$ cat src/sscd_pkg.sv
// Shared types and constants for the SPI slave command deframer.
// No dependencies.
package sscd_pkg;

  typedef enum logic [1:0] {
    CMD_IDLE = 2'd0,
    CMD_TELL = 2'd1,
    CMD_SEEK = 2'd2,
    CMD_FIRE = 2'd3
  } cmd_t;

  localparam logic [7:0] BAD_COMMAND_REPLY = 8'hEE;
  localparam logic [2:0] PAIR_BYTES        = 3'd4;
  localparam logic [2:0] DURATION_BYTES    = 3'd2;
  localparam logic [15:0] DURATION_RESET   = 16'd2;

  typedef struct packed {
    logic        tx_valid;
    logic [7:0]  tx_byte;
    logic        seek_valid;
    logic [15:0] seek_target_one;
    logic [15:0] seek_target_two;
    logic        fire_valid;
    logic [15:0] fire_ticks;
  } result_t;

endpackage

$ cat src/spi_slave_command_deframer_top.sv
// SPI slave command deframer: decodes report, seek and fire commands from received bytes.
// Depends on sscd_pkg.
//
// Usage:
//   Input channel (in_valid / in_stall): one received SPI byte per transaction, with
//   both axis positions alongside; the positions are sampled only on a report command.
//   Output channel (out_valid / out_stall): exactly one result per input transaction,
//   carrying tx, seek and fire fields; fields whose valid flag is low read as zero.
//   Each result is registered in the output or, while that is held, the skid register.
//   Throughput: one transaction per cycle while in_stall is low; decode is a single
//   combinational pass from the command state registers into the output or skid register.
//   Stall: a two-entry output (output register plus skid register) lets one more input
//   be accepted while a result is held; in_stall rises only when both are full and
//   drops as soon as the held result is taken.
//   Reset (rst, synchronous): command state returns to idle, byte index to zero, the
//   position buffer to zero, the duration buffer to two, and both output entries empty.
module spi_slave_command_deframer_top (
  input  logic               clk,
  input  logic               rst,
  input  logic               in_valid,
  output logic               in_stall,
  input  logic [7:0]         rx_byte,
  input  logic signed [15:0] axis_one_position,
  input  logic signed [15:0] axis_two_position,
  output logic               out_valid,
  input  logic               out_stall,
  output logic               tx_valid,
  output logic [7:0]         tx_byte,
  output logic               seek_valid,
  output logic signed [15:0] seek_target_one,
  output logic signed [15:0] seek_target_two,
  output logic               fire_valid,
  output logic [15:0]        fire_ticks
);

  sscd_pkg::cmd_t    active_command, active_command_next;
  logic [2:0]        byte_index, byte_index_next;
  logic [31:0]       pair_buffer, pair_buffer_next;
  logic [15:0]       duration_buffer, duration_buffer_next;
  sscd_pkg::result_t res;
  sscd_pkg::result_t out_res;
  sscd_pkg::result_t skid_res;
  logic              skid_full;
  logic              accept;
  logic              take;
  logic [1:0]        pos;
  logic [2:0]        pos_inc;

  assign in_stall = skid_full;
  assign accept   = in_valid & ~skid_full;
  assign take     = out_valid & ~out_stall;
  assign pos      = byte_index[1:0];
  assign pos_inc  = {1'b0, pos} + 3'd1;

  always_comb begin
    res                  = '0;
    active_command_next  = active_command;
    byte_index_next      = byte_index;
    pair_buffer_next     = pair_buffer;
    duration_buffer_next = duration_buffer;
    case (active_command)
      sscd_pkg::CMD_TELL: begin
        res.tx_valid    = 1'b1;
        res.tx_byte     = pair_buffer[{pos, 3'b000} +: 8];
        byte_index_next = pos_inc;
        if (pos_inc >= sscd_pkg::PAIR_BYTES) begin
          active_command_next = sscd_pkg::CMD_IDLE;
        end
      end
      sscd_pkg::CMD_SEEK: begin
        pair_buffer_next[{pos, 3'b000} +: 8] = rx_byte;
        byte_index_next = pos_inc;
        if (pos_inc >= sscd_pkg::PAIR_BYTES) begin
          res.seek_valid      = 1'b1;
          res.seek_target_one = pair_buffer_next[15:0];
          res.seek_target_two = pair_buffer_next[31:16];
          active_command_next = sscd_pkg::CMD_IDLE;
        end
      end
      sscd_pkg::CMD_FIRE: begin
        duration_buffer_next[{pos[0], 3'b000} +: 8] = rx_byte;
        byte_index_next = pos_inc;
        if (pos_inc >= sscd_pkg::DURATION_BYTES) begin
          res.fire_valid      = 1'b1;
          res.fire_ticks      = duration_buffer_next;
          active_command_next = sscd_pkg::CMD_IDLE;
        end
      end
      default: begin
        byte_index_next = 3'd0;
        if (rx_byte == {6'd0, sscd_pkg::CMD_TELL}) begin
          active_command_next = sscd_pkg::CMD_TELL;
          pair_buffer_next    = {axis_two_position, axis_one_position};
        end else if (rx_byte == {6'd0, sscd_pkg::CMD_SEEK}) begin
          active_command_next = sscd_pkg::CMD_SEEK;
        end else if (rx_byte == {6'd0, sscd_pkg::CMD_FIRE}) begin
          active_command_next = sscd_pkg::CMD_FIRE;
        end else begin
          active_command_next = sscd_pkg::CMD_IDLE;
          res.tx_valid        = 1'b1;
          res.tx_byte         = sscd_pkg::BAD_COMMAND_REPLY;
        end
      end
    endcase
  end

  always_ff @(posedge clk) begin
    if (rst) begin
      active_command  <= sscd_pkg::CMD_IDLE;
      byte_index      <= 3'd0;
      pair_buffer     <= '0;
      duration_buffer <= sscd_pkg::DURATION_RESET;
    end else if (accept) begin
      active_command  <= active_command_next;
      byte_index      <= byte_index_next;
      pair_buffer     <= pair_buffer_next;
      duration_buffer <= duration_buffer_next;
    end
  end

  // Output register plus one skid entry; skid drains first.
  always_ff @(posedge clk) begin
    if (rst) begin
      out_valid <= 1'b0;
      skid_full <= 1'b0;
    end else if (!out_valid || take) begin
      if (skid_full) begin
        out_valid <= 1'b1;
        skid_full <= 1'b0;
      end else begin
        out_valid <= accept;
      end
    end else if (accept) begin
      skid_full <= 1'b1;
    end
  end

  always_ff @(posedge clk) begin
    if (!out_valid || take) begin
      if (skid_full) begin
        out_res <= skid_res;
      end else if (accept) begin
        out_res <= res;
      end
    end else if (accept) begin
      skid_res <= res;
    end
  end

  assign tx_valid        = out_res.tx_valid;
  assign tx_byte         = out_res.tx_byte;
  assign seek_valid      = out_res.seek_valid;
  assign seek_target_one = out_res.seek_target_one;
  assign seek_target_two = out_res.seek_target_two;
  assign fire_valid      = out_res.fire_valid;
  assign fire_ticks      = out_res.fire_ticks;

endmodule

$ cat config.mk
export PLATFORM = sky130hd
export DESIGN_NAME = spi_slave_command_deframer_top
export DESIGN_NICKNAME = d
export VERILOG_FILES = /design/src/sscd_pkg.sv /design/src/spi_slave_command_deframer_top.sv
export SDC_FILE = /design/constraint.sdc
export NUM_CORES = 1
export LEC_CHECK = 0
export ABC_AREA = 1
export ABC_CLOCK_PERIOD_IN_PS = 4300
export BUFFER_PORTS_ARGS = -buffer_cell sky130_fd_sc_hd__buf_2
export CAP_MARGIN = 40
export CELL_PAD_IN_SITES_DETAIL_PLACEMENT = 1
export CELL_PAD_IN_SITES_GLOBAL_PLACEMENT = 1
export CORE_ASPECT_RATIO = 0.6
export CORE_MARGIN = 3
export CORE_UTILIZATION = 39
export CTS_CLUSTER_DIAMETER = 150
export DETAILED_ROUTE_END_ITERATION = 10
export PLACE_DENSITY_LB_ADDON = 0.1
export SLEW_MARGIN = 10
export SYNTH_ARGS = -nofsm -noshare
export SYNTH_HDL_FRONTEND = slang
export SYNTH_SLANG_ARGS = --single-unit
export TNS_END_PERCENT = 5
$ cat constraint.sdc
create_clock -name clk -period 4.3 [get_ports clk]
set_input_delay 0.43 -clock clk [delete_from_list [all_inputs] [get_ports clk]]
set_output_delay 0.43 -clock clk [all_outputs]
set_load 0.05 [all_outputs]
# Word-level counts from Yosys, hierarchy flattened
# Index checks and enable logic that the tools add are counted.
[word_totals]
rom_bits = 0
out_inout_bits = 61
latch_bits = 0
memories = 0
inputBits = 44
ramBits = 0
register_bits = 172
word_cells = 80
[op_classes]
add_sub_neg = 3
eq_ne = 8
bitwise_logic = 6
n_reduce_logical = 14
multipliers = 0
magnitude_cmp = 2
div = 0
muxes = 22
n_shift = 5
[ops]
columns = ["op", "n"]
rows = [
  ["$mux W59", 2],
  ["$mux W33", 2],
  ["$pmux W32 S2", 1],
  ["$mux W17", 2],
  ["$bwmux W32", 1],
  ["$mux W32", 1],
  ["$shift A8 B7 Y32 const A", 1],
  ["$shiftx A32 B6 Y8", 1],
  ["$shiftx A8 B7 Y32", 1],
  ["$mux W9", 3],
  ["$pmux W9 S2", 1],
  ["$bwmux W16", 1],
  ["$eq A8 B2 Y1 const B", 2],
  ["$shift A8 B6 Y16 const A", 1],
  ["$shiftx A8 B6 Y16", 1],
  ["$mux W2", 6],
  ["$eq A8 B1 Y1 const B", 1],
  ["$reduce_or A2 Y1", 4],
  ["$neg A5 Y7", 1],
  ["$neg A4 Y6", 1],
  ["$reduce_and A2 Y1", 3],
  ["$reduce_and A3 Y1", 2],
  ["$eq A2 B2 Y1 const B", 2],
  ["$not A1 Y1", 4],
  ["13 further kinds", 15],
]

# Logic depth before layout (Yosys ltp)
# Gate-level depths: netlist (run 1).
[logic_depth]
ltp_word = 7
mapped_depth = 13
ltp_nobuf = 10

# Least setup slack after synthesis (run 1)
# Ideal clock, no wire load.
[synth_path]
path_type = "flip-flop to flip-flop"
startpoint = "register skid_full, in the netlist in_stall"
endpoint = "register out_res (netlist bit fire_ticks[0]), enable pin"
n_path_buf = 2
synth_period_minus_slack_ps = 4531
stages_incl_launch_ff = 5
arrival_ps = 4035
setup_slack_ps = -231
setup_time_ps = 495
t_required_ps = 3805
cell_sequence = "dfxtp_1 -> buf_6 -> clkbuf_1 -> nor2_1 -> a21oi_1"
[synth_via]
elab_chain_cells = 4
[synth_lines]
columns = ["item", "line", "text"]
rows = [
  ["start, declared", "spi_slave_command_deframer_top.sv:43", "logic skid_full;"],
  ["start signal, assigned", "spi_slave_command_deframer_top.sv:125", "skid_full <= 1'b0;"],
  ["start signal, assigned", "spi_slave_command_deframer_top.sv:129", "skid_full <= 1'b0;"],
  ["start signal, assigned", "spi_slave_command_deframer_top.sv:134", "skid_full <= 1'b1;"],
  ["$not A1 Y1", "spi_slave_command_deframer_top.sv:50", "assign accept = in_valid & ~skid_full;"],
  ["$and A1 B1 Y1", "spi_slave_command_deframer_top.sv:50", ""],
  ["$reduce_bool A2 Y1 (no source line) *", "--", ""],
  ["$reduce_and A2 Y1 (no source line) *", "--", ""],
  ["end signal, assigned", "spi_slave_command_deframer_top.sv:141", "out_res <= skid_res;"],
  ["end signal, assigned", "spi_slave_command_deframer_top.sv:143", "out_res <= res;"],
  ["end, declared", "spi_slave_command_deframer_top.sv:41", "sscd_pkg::result_t out_res;"],
]
# Mark *: on every way between the ends. The rest lies on a longest branch, timed or not.
# A chain may end at the register's enable or synchronous reset.

# Worst setup path after layout (run 1)
[layout_path]
startpoint = "register byte_index[1]"
endpoint = "register out_res (netlist bit seek_target_one[14]), data pin"
[layout_via]
elab_chain_cells = 7
elab_cells_between_ends = 10
classes_between = "add/sub: 2; order compare: 1; shift: 2; mux: 5"
[layout_lines]
columns = ["item", "line", "text"]
rows = [
  ["start, declared", "spi_slave_command_deframer_top.sv:37", "logic [2:0] byte_index, byte_index_next;"],
  ["start signal, assigned", "spi_slave_command_deframer_top.sv:115", "byte_index <= byte_index_next;"],
  ["$neg A5 Y7", "spi_slave_command_deframer_top.sv:71", "pair_buffer_next[{pos, 3'b000} +: 8] = rx_byte;"],
  ["$shiftx A8 B7 Y32 or $shift A8 B7 Y32 (tied branches)", "spi_slave_command_deframer_top.sv:71", ""],
  ["$bwmux W32", "spi_slave_command_deframer_top.sv:71", ""],
  ["$mux W33 *", "spi_slave_command_deframer_top.sv:73", "if (pos_inc >= sscd_pkg::PAIR_BYTES) begin"],
  ["$mux W33 *", "spi_slave_command_deframer_top.sv:61", "case (active_command)"],
  ["$mux W59 *", "spi_slave_command_deframer_top.sv:142", "end else if (accept) begin"],
  ["$mux W59 *", "spi_slave_command_deframer_top.sv:140", "if (skid_full) begin"],
]
# Mark *: on every way between the ends. The rest lies on a longest branch, timed or not. The select of a mux whose other input is x is not followed.

==> metrics, run 1 <==
CTS tree done; syn nets 974; Core Rows 39; share of cells above drive strength 1 14.5%; DRT antenna net count 0; largest net degree at the start of global routing 71; clock sink count 172; CTS max path bufs 2; global-route usage over all layers 21.7%; Core Area around 0.019 mm²; Pre-antenna DRT Iters 4; worst-skew pair later-pin latency 440 ps; Max Used Layer met5; Die Span X roughly 190 µm; # setup viols final 0; Worst path top cell family by delay simple AND/OR/NAND/NOR gates; I/O pins 105; worst hold slack between 200 and 300 ps; H-tree depth 4; number of I/O port buffers 104; crit path buf inv count 1; required time worst endpoint 4570 ps; Slew headroom 46.8%; Max VDD drop about 280 µV; fmax 0.308 GHz; most used cell, CP o21ai_0; DP Area about 0.0086 mm²; Synth Area per Inst around 8.5 µm²; hold buffer count at CTS 0; met1 wire length about 12000 µm; worst-case clock skew 9.97 ps; Reg clk slew, reported paths 70 ps; post-synthesis sequential area ratio 58.9%; initial drt markers 480; P&R area growth vs syn 16.6%; Final Cell Area roughly 0.0092 mm²; number of antenna violations at the first check in global routing 1; Inserted Clock Buffers 17; WL/cell 17.9 µm; DIE AREA 0.0219 mm²; ant diodes 0; Initial Utilization 40.5%; unrepaired setup endpoints after global routing no; slew of the pin with the lowest slew margin around 800 ps; Leakage 3.93 nW; post-synthesis cell type count 27; Worst path slowest cell nor2_2; CP arrival 3510 ps; vias in the first global route 6419; final hold vios 0; CTS resizes 0; DR vias 6488; CP Cell Sequence clkinv_1 -> ha_1 -> nor2_2 -> nand2_1 -> o21ai_0 -> nand3_1 -> o21ai_0; Post-Syn Instances 921; Final GP Congestion about 0.88; FF+latch count, synth 172; max cap viols 0; number of fill cells 2384; Sequential cell area between 0.004 and 0.005 mm²; Die Ht 116 µm; Critical Path Source Type flip-flop; Post-CTS Setup Inserts 0; DRT Wirelength ~23000 µm; first-pass GRT wire length 36200 µm; Final Critical Period 3250 ps; DRC 0; Worst path max stage delay 670 ps; Pwr Density a little under 400 mW/mm²; Via-to-Cell Ratio about 5; multi-input logic area 0.00270 mm²; crit path kind flip-flop to flip-flop; total grt overflow 0; nets 1061; CTS root buf clkbuf_16; synthesized cell area around 0.008 mm²; Setup TNS Final 0 ps; Critical Path End Type flip-flop; Min-Delay Path Class input pin to flip-flop; Syn. warnings 0; Power Total approximately 3.6 mW; critical path fanouts, max 15; crit share post-route approximately 76%; met3 wire length 1200 µm; max-slew violation count 0; status finished clean; met2 routed wirelength just under 10000 µm; dpl hpwl approximately 16000 µm
path summary, 6_finish.rpt:
kind / start / endpoint / slack (ps) / cells past startpoint
setup / recovery: byte_index[1]$_SDFFE_PP0P_ / seek_target_one[14]$_DFFE_PP_ / 1050 / 7
hold / removal: axis_one_position[5] / pair_buffer[5]$_SDFFE_PP0P_ / 300 / 5
setup reg to reg: byte_index[1]$_SDFFE_PP0P_ / seek_target_one[14]$_DFFE_PP_ / 1050 / 7
hold reg to reg: duration_buffer[8]$_SDFFE_PP0P_ / duration_buffer[8]$_SDFFE_PP0P_ / 450 / 2
routing by layer:
layer | vias to the layer above | track usage, %
met5 | - | 0
met3 | 24 | 4.93
met2 | 151 | 31.8
li1 | 3151 | -
met4 | 2 | 6.59
met1 | 3160 | 32.2
final cells by class:
type                       count  area share [%]
clock buffer                  22            4.85
clock inverter                 9            1.08
inverter                      87            3.58
multi-input combinational    616            29.5
sequential                   172            50.5
tap                          266            3.63
timing repair buffer         114            6.86
cell usage in the layout (no fill, tap or decap), types with 9 or more instances in the layout:
master and n:
nand2_1 311, ha_1 9, clkbuf_16 17, dfxtp_1 53, nand3_1 35, buf_2 104
inv_1 84, nor2_1 100, edfxtp_1 118, o21ai_0 81, a21oi_1 55
metrics by stage:
step / util (%) / setup WS, ps / std cells
global route: 47.3 / 814 / 1286
floorplan: - / 489 / 921
finish: 47.3 / 1050 / 1286
detailed placement: 44.4 / 1270 / 1254
CTS: 47.2 / 1240 / 1285
global placement: 44.2 / 892 / 1253
where the power goes:
| part | switching, mW | internal [mW] | leakage, nW | total (mW) |
|---|---|---|---|---|
| clock network | 0.649 | 0.846 | 0.263 | 1.49 |
| registers | 0.0126 | 1.80 | 1.61 | 1.81 |
| logic | 0.248 | 0.0681 | 2.06 | 0.316 |
cells in the mapped netlist, drive strengths merged:
master / count / area [µm²]
nand2: 313 / 1180
edfxtp: 118 / 3540
nor2: 103 / 392
inv: 84 / 315
o21ai: 83 / 415
a21oi: 56 / 280
dfxtp: 54 / 1080
nand3: 35 / 175
clkbuf: 24 / 90.1
buf: 22 / 130
ha: 9 / 113
o22ai: 8 / 50.1
nor3: 4 / 36.3
clkinv: 3 / 12.5
a211oi: 2 / 15.0
nand4: 2 / 12.5
a31oi: 1 / 6.26
worst reg2reg max path: cells and delay by family, from the launching register on:
family	cells	cell delay [ps]
buffers and inverters	1	460
AND/OR/NAND/NOR	3	970
flip-flops	1	650
AO/OA/AOI/OAI	2	500
adder cells (fa/ha/maj)	1	490
registers in the layout, indices dropped and copies added, names as in the netlist, 2 cells and up:
signal / cells
active_command: 2
byte_index: 2
duration_buffer: 16
fire_ticks: 16
pair_buffer: 32
seek_target_one: 16
seek_target_two: 16
skid_res: 59
tx_byte: 8
logic make-up after synthesis:
family                     synth area share [%]
and+or+nand+nor                            22.9
DFF                                        58.9
AOI/OAI and AO/OA                          9.77
buffers and inverters                      6.98
adders and majority gates                  1.43
(Power assumes the default switching activity.)
==> inputs of run 2 (changes only) <==
- ABC_CLOCK_PERIOD_IN_PS: 4300 -> 3400
- CORE_UTILIZATION: 39 -> 43
- clock period: 4.3 -> 3.4 ns (I/O delays scaled with it)
==> run 2 against run 1 <==
  * Sequential share of layout area grew 0.090 points
  * Cell count down 2.3%
  * Non-clock buffer count increased by 1
  * Wire length grew 0.77%
  * Critical path depth rose by 2
  * Flip-flop and latch count stayed put
  * Final area fell by 0.18%
  * Maximum frequency is 16% higher
  * Clock-buffer cell count is 4 lower
  * Utilization rose by 5.0 points
  * Clock power rose by 28%
  * Critical path type unchanged
  * Largest cell class unchanged
==> metrics, run 2 (synthesized netlist as in run 1, its figures left out) <==
status finished clean; Min-Delay Path Class input pin to flip-flop; WL/cell 18.5 µm (+3.2%); fmax 0.358 GHz (+16%); final hold vios 0 (unchanged); DIE AREA 0.0200 mm² (-8.9%); CTS resizes 0 (unchanged); pre-CTS setup slack 682 ps (-589 ps); crit share post-route 82.2% (+6.7 points); met2 routed wirelength 10100 µm (+4.7%); post-route insts no fill 1256 (-2.3%); Final GP Congestion 0.874 (-0.90%); Leakage 3.95 nW (+0.28%); Worst path top cell family by delay simple AND/OR/NAND/NOR gates; Final Critical Period 2790 ps (-453 ps); DRT Wirelength 23300 µm (+0.77%); Max Used Layer met4; slew of the pin with the lowest slew margin 860 ps (+62.3 ps); Core Rows 37 (-5.1%); CP arrival 3090 ps (-420 ps); P&R area growth vs syn 16.4%; # setup viols final 0 (unchanged); unrepaired setup endpoints after global routing no; placed cells 1224 (-2.4%); Max VDD drop 323 µV (+15%); final setup margin 606 ps (-447 ps); Die Ht 111 µm (-4.5%); Critical Path Source Type flip-flop; CP Cell Sequence clkinv_1 -> ha_1 -> nor2_1 -> nand3_1 -> o21ai_0 -> nand2_1 -> nor2_1 -> nand2_1 -> nand2_1; Pre-antenna DRT Iters 5 (+1); worst-skew pair later-pin latency 430 ps (about the same); DRC 0 (unchanged); Setup crit start byte_index[1]$_SDFFE_PP0P_; crit path kind flip-flop to flip-flop; max cap viols 0 (unchanged); DRT antenna net count 0 (unchanged); largest reg by FF count skid_res; largest net degree at the start of global routing 72 (+1.4%); CTS root buf clkbuf_16; worst hold slack 214 ps (-82.6 ps); Die Span X 180 µm (-4.6%); CTS max path bufs 2 (unchanged); hold buffer count at CTS 0 (unchanged); most common cell after layout, fill and taps aside nand2_1; number of fill cells 2137 (-10%); clock sink count 172 (unchanged); Post-CTS Setup Inserts 0 (unchanged); max-slew violation count 0 (unchanged); initial drt markers 472 (-1.7%); worst reg2reg startpoint byte_index[1]$_SDFFE_PP0P_; nets 1062 (+0.094%); Initial Utilization 44.9% (+4.3 points); met3 wire length 1230 µm (+2.5%); most frequent cells in the layout 311 x nand2_1, 118 x edfxtp_1, 104 x buf_2, 100 x nor2_1, 84 x inv_1; Via-to-Cell Ratio 5.21 (+3.2%); required time worst endpoint 3700 ps (-870 ps); worst-case clock skew 11.2 ps (+1.27 ps); total grt overflow 0 (unchanged); Slew headroom 42.6% (-4.2 points); first-pass GRT wire length 37200 µm (+2.7%); biggest registers after layout skid_res (59), pair_buffer (32); Worst path slowest cell nor2_1; I/O pins 105 (unchanged); Worst path max stage delay 580 ps (-90 ps); hold wc startpoint axis_two_position[2]; Inserted Clock Buffers 17 (unchanged); DR vias 6539 (+0.79%); vias in the first global route 6631 (+3.3%); number of antenna violations at the first check in global routing 0 (-1); H-tree depth 4 (unchanged); share of cells above drive strength 1 15.2% (+0.66 points); number of I/O port buffers 104 (unchanged); ant diodes 0 (unchanged); Pwr Density 505 mW/mm² (+28%); Core Area 0.0175 mm² (-9.7%); most used cell, CP nand2_1; global-route usage over all layers 23.6% (+1.9 points); critical path fanouts, max 12 (-3); met1 wire length 11700 µm (-1.8%); Critical Path End Type flip-flop; crit path buf inv count 1 (unchanged); dpl hpwl 16300 µm (-0.16%); Reg clk slew, reported paths 70 ps (about the same); CTS tree done; max reg flops 59 (unchanged)
-- run 2: changes by cell type in the layout (fill, tap and decap cells not counted) --
| cell | change |
|---|---|
| clkbuf_1 | -4 |
| clkinv_4 | +3 |
| inv_6 | +3 |
| clkinv_2 | -2 |
| inv_8 | +2 |
| buf_12 | +1 |
| buf_16 | -1 |
| buf_4 | +1 |
| bufinv_16 | -1 |
| clkinv_1 | -1 |
| clkinvlp_4 | +1 |
-- run 2: cell type report --
type / count / area [µm²] / share of cell area (%)
clock buffers: 18 / 429 / 4.70
inverters: 87 / 328 / 3.59
multi-input cells: 616 / 2700 / 29.5
flip-flops and latches: 172 / 4630 / 50.6
well taps: 234 / 293 / 3.20
clock inverters: 14 / 138 / 1.51
repair buffers: 115 / 628 / 6.87
-- run 2: worst reg2reg max path, cell delays in order (launching register included) --
cell and delay, ps:
dfxtp_1 550, clkinv_1 390, ha_1 470, nor2_1 590, nand3_1 140, o21ai_0 120, nand2_1 110, nor2_1 150
nand2_1 80, nand2_1 80
-- run 2: power by group --
| group | switching, mW | internal [mW] |
|---|---|---|
| logic | 0.319 | 0.0887 |
| registers | 0.0169 | 2.28 |
| clock network | 0.888 | 1.03 |
-- run 2: path summary, 6_finish.rpt --
path,cells past startpoint,to,slack [ps]
worst max-delay path,9,seek_target_two[4]$_DFFE_PP_,610
worst min-delay path,5,pair_buffer[18]$_SDFFE_PP0P_,210
worst max register to register,9,seek_target_two[4]$_DFFE_PP_,610
worst min register to register,2,duration_buffer[9]$_SDFFE_PP0P_,460
-- run 2: metal layers --
metal,global-route usage [%],up-vias
met1,36.3,3186
met4,5.31,0
met3,3.54,16
li1,-,3161
met2,35.3,176
met5,0,-
-- run 2: metrics by stage --
stage	total power, mW	util (%)	TNS (ps)	area [µm²]
floorplan	2.62	-	-24280	7860
global placement	2.74	48.9	0	8550
detailed placement	2.75	49.0	0	8570
CTS	4.64	52.2	0	9140
global route	4.76	52.2	0	9140
finish	4.62	52.2	0	9140
